$ cat config.mk
export PLATFORM = sky130hd
export DESIGN_NAME = edpd_cfg_regs
export DESIGN_NICKNAME = d
export VERILOG_FILES = /design/src/hw/rtl/edpd_pkg.sv /design/src/hw/rtl/edpd_cfg_regs.sv
export SDC_FILE = /design/constraint.sdc
export NUM_CORES = 1
export LEC_CHECK = 0
export ABC_CLOCK_PERIOD_IN_PS = 1200
export BUFFER_PORTS_ARGS = -buffer_cell sky130_fd_sc_hd__buf_2
export CELL_PAD_IN_SITES_DETAIL_PLACEMENT = 1
export CELL_PAD_IN_SITES_GLOBAL_PLACEMENT = 2
export CORE_MARGIN = 10
export CORE_UTILIZATION = 20
export DETAILED_ROUTE_END_ITERATION = 16
export HOLD_SLACK_MARGIN = 0.06
export PLACE_DENSITY_LB_ADDON = 0.1
export SYNTH_ARGS = -nofsm -noshare
export SYNTH_HDL_FRONTEND = slang
export SYNTH_SLANG_ARGS = --single-unit
$ cat constraint.sdc
create_clock -name clk -period 1.2 [get_ports clk]
set_input_delay 0.24 -clock clk [delete_from_list [all_inputs] [get_ports clk]]
set_output_delay 0.24 -clock clk [all_outputs]
set_load 0.02 [all_outputs]
$ cat src/hw/rtl/edpd_pkg.sv
package edpd_pkg;

    localparam int MaxWidth      = 4096;
    localparam int ColBits       = 12;
    localparam int PalDepth      = 256;
    localparam int PalBits       = 8;
    localparam int FracBits      = 8;
    localparam int ErrBits       = 19;
    localparam int RowErrBits    = 3 * ErrBits;

    localparam logic signed [ErrBits-1:0] ClampFp = 19'sd76800;

    localparam logic [1:0] PACK_8 = 2'd0;
    localparam logic [1:0] PACK_4 = 2'd1;
    localparam logic [1:0] PACK_1 = 2'd2;

    localparam logic [1:0] REG_ROW_WIDTH    = 2'd0;
    localparam logic [1:0] REG_PALETTE_SIZE = 2'd1;
    localparam logic [1:0] REG_PACK_MODE    = 2'd2;

    localparam logic REQ_PIXEL   = 1'b0;
    localparam logic REQ_PALETTE = 1'b1;

    typedef enum logic [2:0] {
        ST_IDLE,
        ST_READ,
        ST_SEARCH,
        ST_LAST,
        ST_UPDATE,
        ST_CLEAR
    } state_t;

    typedef struct packed {
        logic       req_type;
        logic [7:0] blue;
        logic [7:0] green;
        logic [7:0] red;
        logic [7:0] entry_number;
        logic       first_row;
    } pixel_in_t;

    typedef struct packed {
        logic [7:0] color_index;
        logic [7:0] packed_byte;
        logic       byte_ready;
        logic       row_end;
    } pixel_out_t;

    // floor(e*w/16) by arithmetic shift
    function automatic logic signed [ErrBits-1:0] share16(
        input logic signed [ErrBits-1:0] e, input logic [2:0] w);
        logic signed [ErrBits+3:0] p;
        begin
            p = $signed({{4{e[ErrBits-1]}}, e}) * $signed({1'b0, w});
            share16 = p[ErrBits+3:4];
        end
    endfunction

endpackage

$ cat src/hw/rtl/edpd_cfg_regs.sv
module edpd_cfg_regs (
    input  logic        clk,
    input  logic        rst_n,
    input  logic        psel,
    input  logic        penable,
    input  logic        pwrite,
    input  logic [3:0]  paddr,
    input  logic [31:0] pwdata,
    output logic [31:0] prdata,
    output logic        pready,
    output logic [12:0] row_width,
    output logic [8:0]  palette_size,
    output logic [1:0]  pack_mode
);
    logic [12:0] row_width_reg;
    logic [8:0]  palette_size_reg;
    logic [1:0]  pack_mode_reg;
    logic [1:0]  idx;

    assign pready = 1'b1;
    assign idx    = paddr[3:2];

    // register writes
    always_ff @(posedge clk or negedge rst_n)
    begin
        if (!rst_n)
        begin
            row_width_reg    <= 13'd640;
            palette_size_reg <= 9'd256;
            pack_mode_reg    <= edpd_pkg::PACK_8;
        end
        else if (psel && penable && pwrite)
        begin
            case (idx)
                edpd_pkg::REG_ROW_WIDTH:    row_width_reg    <= pwdata[12:0];
                edpd_pkg::REG_PALETTE_SIZE: palette_size_reg <= pwdata[8:0];
                edpd_pkg::REG_PACK_MODE:    pack_mode_reg    <= pwdata[1:0];
                default: ;
            endcase
        end
    end

    // read mux
    always_comb
    begin
        case (idx)
            edpd_pkg::REG_ROW_WIDTH:    prdata = {19'd0, row_width_reg};
            edpd_pkg::REG_PALETTE_SIZE: prdata = {23'd0, palette_size_reg};
            edpd_pkg::REG_PACK_MODE:    prdata = {30'd0, pack_mode_reg};
            default:                    prdata = 32'd0;
        endcase
        if (paddr[1:0] != 2'b00)
            prdata = 32'd0;
    end

    assign row_width    = row_width_reg;
    assign palette_size = palette_size_reg;
    assign pack_mode    = pack_mode_reg;
endmodule

* Yosys cells after proc, flatten, opt, wreduce, memory -nomap -nowiden
Index checks and enable logic that the tools add are counted.
W data, S select, Z words.
** Word-level totals
- Register bits :: 24
- Output and inout port bits :: 57
- Logic and storage cells :: 14
** Operators by class
- Equality and inequality tests :: 2
- Mux-type cells :: 2
- Reduce and logical (&&, ||, !) cells :: 7
** Operators with widths (number)
- $pmux W13 S3 :: 1
- $mux W32 :: 1
- $reduce_and A2 Y1 :: 3
- $eq A2 B1 Y1 const B :: 1
- $eq A2 B2 Y1 const B :: 1
- $logic_and A1 B1 Y1 :: 2
- $logic_not A2 Y1 :: 1
- $reduce_bool A2 Y1 :: 1

* Longest topological paths before layout
- Word-level depth :: 3
- Mapped depth :: 5
- Gate-level depth less buffers :: 3

* Least setup slack after synthesis
No wires, ideal clock.
- Kind :: reg-to-output
- Start :: register palette_size_reg[0] (netlist: palette_size[0])
- End :: output prdata[0]
- Arrival :: 1.355 ns
- Required time :: 0.960 ns
- Path slack :: -0.395 ns
- Cell stages (with the launch flop) :: 4
- Cell sequence :: dfrtp_1 mux2i_1 or2_2 a211oi_1
** On the way
- Cells in the longest elaborated chain, start to end :: 2
** RTL lines
- start: declaration :: line edpd_cfg_regs.sv:16 : logic [8:0] palette_size_reg;
- start signal: assignment :: line edpd_cfg_regs.sv:36 : edpd_pkg::REG_PALETTE_SIZE: palette_size_reg <= pwdata[8:0];
- $pmux W13 S3 :: line edpd_cfg_regs.sv:46 : case (idx)
- $mux W32 :: line edpd_cfg_regs.sv:52 : if (paddr[1:0] != 2'b00)
- end: declaration :: line edpd_cfg_regs.sv:9 : output logic [31:0] prdata,
No other way between the ends.

* Worst setup path after layout
- Start :: register row_width_reg[0] (netlist: row_width[0])
- End :: output prdata[0]
** On the way
- Cells in the longest elaborated chain, start to end :: 2
** RTL lines
- start: declaration :: line edpd_cfg_regs.sv:15 : logic [12:0] row_width_reg;
- start signal: assignment :: line edpd_cfg_regs.sv:35 : edpd_pkg::REG_ROW_WIDTH: row_width_reg <= pwdata[12:0];
- $pmux W13 S3 :: line edpd_cfg_regs.sv:46
- $mux W32 :: line edpd_cfg_regs.sv:52
No other way between the ends.

==> key figures <==
Status
  • Status: finished with violations
  • Failing checks: negative setup slack

Synthesis
  • Number of synthesized flops with an enable pin: 0
  • Post-synth top area cell: dfrtp_1
  • Yosys reg bits: 24
  • Synthesized cell area: 1340 um2
  • Async set-reset flop share out of synthesis: 1.00
  • Ys Warns: 0
  • Seq/Total Area, Yosys: 0.452
  • Main flop type after synthesis: dfrtp_1
  • Leading post-synthesis cells by cell area: dfrtp_1 (39%), mux2_2 (12%), buf_4 (11%), mux2_4 (11%), mux2i_1 (6.7%)
  • Syn Inst Count: 108
  • Unique cell type count in the Yosys netlist: 21
  • Top cell type's share of synthesized area: 0.393
  • Post-Syn Area per Cell: 12.4 um2

Routing
  • DRC violations left: 0
  • Routed WL per cell: 16.6 um
  • Routed wire length: 4.33 mm
  • DRT iter0 DRCs: 19
  • Via count: 1,022
  • Vias per cell: 3.93
  • ANT nets after route: 0
  • DRT Pass-1 Iters: 2

Placement
  • Setup WS pre-CTS: -0.331 ns
  • PortBufs: 58
  • Final GP Congestion: ~0.70
  • Post-DP HPWL: roughly 3.4 mm

Clock network
  • Htree depth: 1
  • CTS tree: built
  • Clock root cell: clkbuf_8
  • Worst-Skew Late Latency: approximately 0.26 ns
  • Clock sink count: 24
  • Maximum clock insertion buffer count: 2
  • Clk slew on worst S/H paths: 0.09 ns
  • Total CTS buffers: 3

STA
  • Fin. max-slew vios: 0
  • Final Setup Violations: 15
  • Fin crit share: 1.28
  • Max-slew headroom: 0.625
  • RSZ-0062 raised after global routing: yes
  • Period minus WS final: 1.54 ns
  • Endpoints failing hold: 0
  • Highest clock rate: 0.650 GHz
  • Clock skew: 0 ns
  • Final worst slack: -0.340 ns
  • Least-Margin Pin Slew: 0.562 ns

Die
  • Die Width: between 100 and 150 um
  • Die Y: 102 um
  • Starting density of the core: 0.208
  • Site Rows: 29
  • Die footprint: 10,400 um2
  • Ports: 98
  • Core Area: approximately 6400 um2

Setup path
  • R2R cell count: 3
  • Worst Path Required: 0.96 ns
  • CP endpoint kind: output port
  • Setup slack, reg-to-reg: 0.18 ns
  • R2r endpoint: row_width[0]
  • Startpoint Class: flip-flop
  • Critical path type: flip-flop to output port
  • WP data arrival: between 1 and 1.5 ns
  • Crit-path max FO: 2
  • Crit Reg-Reg Startpoint: row_width[0]

Pwr
  • Internal power: 0.00198 W
  • Logic pwr share: 0.434
  • Clock Power Share: 0.182
  • Leakage: ~1.0 nW
  • Sw frac: 0.347
  • Total power: 0.00303 W
  • Cell Pwr Density: 1450 nW/um2
  • Worst vdd ir: about 0.51 mV
  • P_sw: 0.00105 W
  • Power share of the sequential group: 0.384

Cells and area
  • Max reg flops: 13
  • Most frequent cells in the layout: buf_2 (33), buf_6 (29), conb_1 (20), dfrtp_1 (17)
  • Synth-to-layout area growth: 56.5%
  • Nets: approximately 230
  • Commonest non-fill, non-tap cell in the layout: buf_2
  • Layout cell share with drive strength beyond 1: 0.710
  • Number of diodes: 0

Min path
  • Worst hold stages: 2
  • Startpoint of the lowest-slack hold path: pwdata[11]
  • Hold Crit Class: input port to flip-flop
  • Hold Crit Endpoint: row_width[11]

GRT
  • First-pass GRT wire length: between 6 and 7 mm
  • Largest net degree at the start of global routing: 25
  • Total track usage: 0.0810
  • Total gr overflow: 0
  • Initial antenna violation count: 0
  • Number of global-route vias before repair: 1,188

Flow run
  • MaxCap Viol Count: 0
## cells by family (layout without fill, tap and decap cells)
| group | count (synthesis) | after routing | synth area share |
|---|---|---|---|
| mux | 33 | 33 | 0.298 |
| simple gates | 22 | 22 | 0.0871 |
| compound gates | 2 | 2 | 0.0112 |
| flops | 24 | 24 | 0.452 |
| other cells | 2 | 20 | 0.00562 |
| buf+inv | 25 | 82 | 0.146 |
## stage by stage
stage / cell area, um2 / hold WS [ns] / TNS (ns) / util / cells
after floorplan: 1470 / -0.0556 / -1.78 / - / 126
after global routing: 2090 / 0.184 / -3.29 / 0.326 / 260
final: 2090 / 0.204 / -2.40 / 0.326 / 260
after detailed placement: 1770 / 0.269 / -8.76 / 0.276 / 248
after global placement: 1770 / 0.267 / -8.80 / 0.276 / 248
after CTS: 2050 / 0.190 / -2.55 / 0.319 / 258
## power by group through the flow
stage	logic (W)	registers (W)	clock network (W)
6_report	0.00131	0.00116	0.000552
5_1_grt	0.00141	0.00120	0.000629
4_1_cts	0.00128	0.00116	0.000592
3_5_place_dp	0.00108	0.00117	0
3_3_place_gp	0.00107	0.00117	0
2_1_floorplan	0.000456	0.00140	0
## worst max-delay path, cell delays in order, from the launching register on
cell and delay (ns):
dfrtp_2 0.38, mux2i_1 0.07, or2_4 0.24, a211oi_4 0.21, buf_6 0.15
## final cells by class
| class | count | area (um2) |
|---|---|---|
| clock buffers | 4 | 55.1 |
| flip-flops and latches | 24 | 609 |
| repair buffers | 78 | 627 |
| fillers | 702 | 4330 |
| multi-input cells | 77 | 703 |
| well taps | 77 | 96.3 |
## per-layer routing
| layer | vias to the layer above | share of wire | GRT usage |
|---|---|---|---|
| met5 | - | 0 | 0 |
| li1 | 470 | - | - |
| met2 | 42 | 0.50 | 0.140 |
| met1 | 508 | 0.41 | 0.0903 |
| met4 | 0 | 0.0060 | 0.0264 |
| met3 | 2 | 0.085 | 0.0293 |
## synth_stat cells, types with 2 or more instances
| library cell | number |
|---|---|
| or3_1 | 2 |
| and2_1 | 4 |
| nor2_1 | 7 |
| mux2_4 | 10 |
| mux2_2 | 14 |
| buf_2 | 2 |
| dfstp_2 | 3 |
| buf_4 | 20 |
| or2_2 | 2 |
| nor3b_1 | 2 |
| mux2i_1 | 9 |
| nand2_1 | 2 |
| a211oi_1 | 2 |
| dfrtp_1 | 21 |
| conb_1 | 2 |
## how the worst max path moves through the flow
stage                 start         to  slack (ns)  cells past startpoint
3_3_place_gp       paddr[3]  prdata[8]       -0.32                      4
5_1_grt        row_width[0]  prdata[0]       -0.41                      4
3_5_place_dp       paddr[3]  prdata[8]       -0.33                      4
2_1_floorplan      paddr[3]  prdata[2]       -0.10                      3
4_1_cts        row_width[1]  prdata[1]       -0.36                      4
6_report       row_width[0]  prdata[0]       -0.34                      4
## what timing repair did
| action | in CTS | in global routing |
|---|---|---|
| endpoints found under the hold margin | 21 | 0 |
| pin swaps | 13 | 7 |
| setup buffers | 6 | 4 |
| resized for setup | 56 | 8 |
| endpoints found under the setup margin | 20 | 22 |
| hold buffers | 1 | 0 |
(Power assumes the default switching activity.)
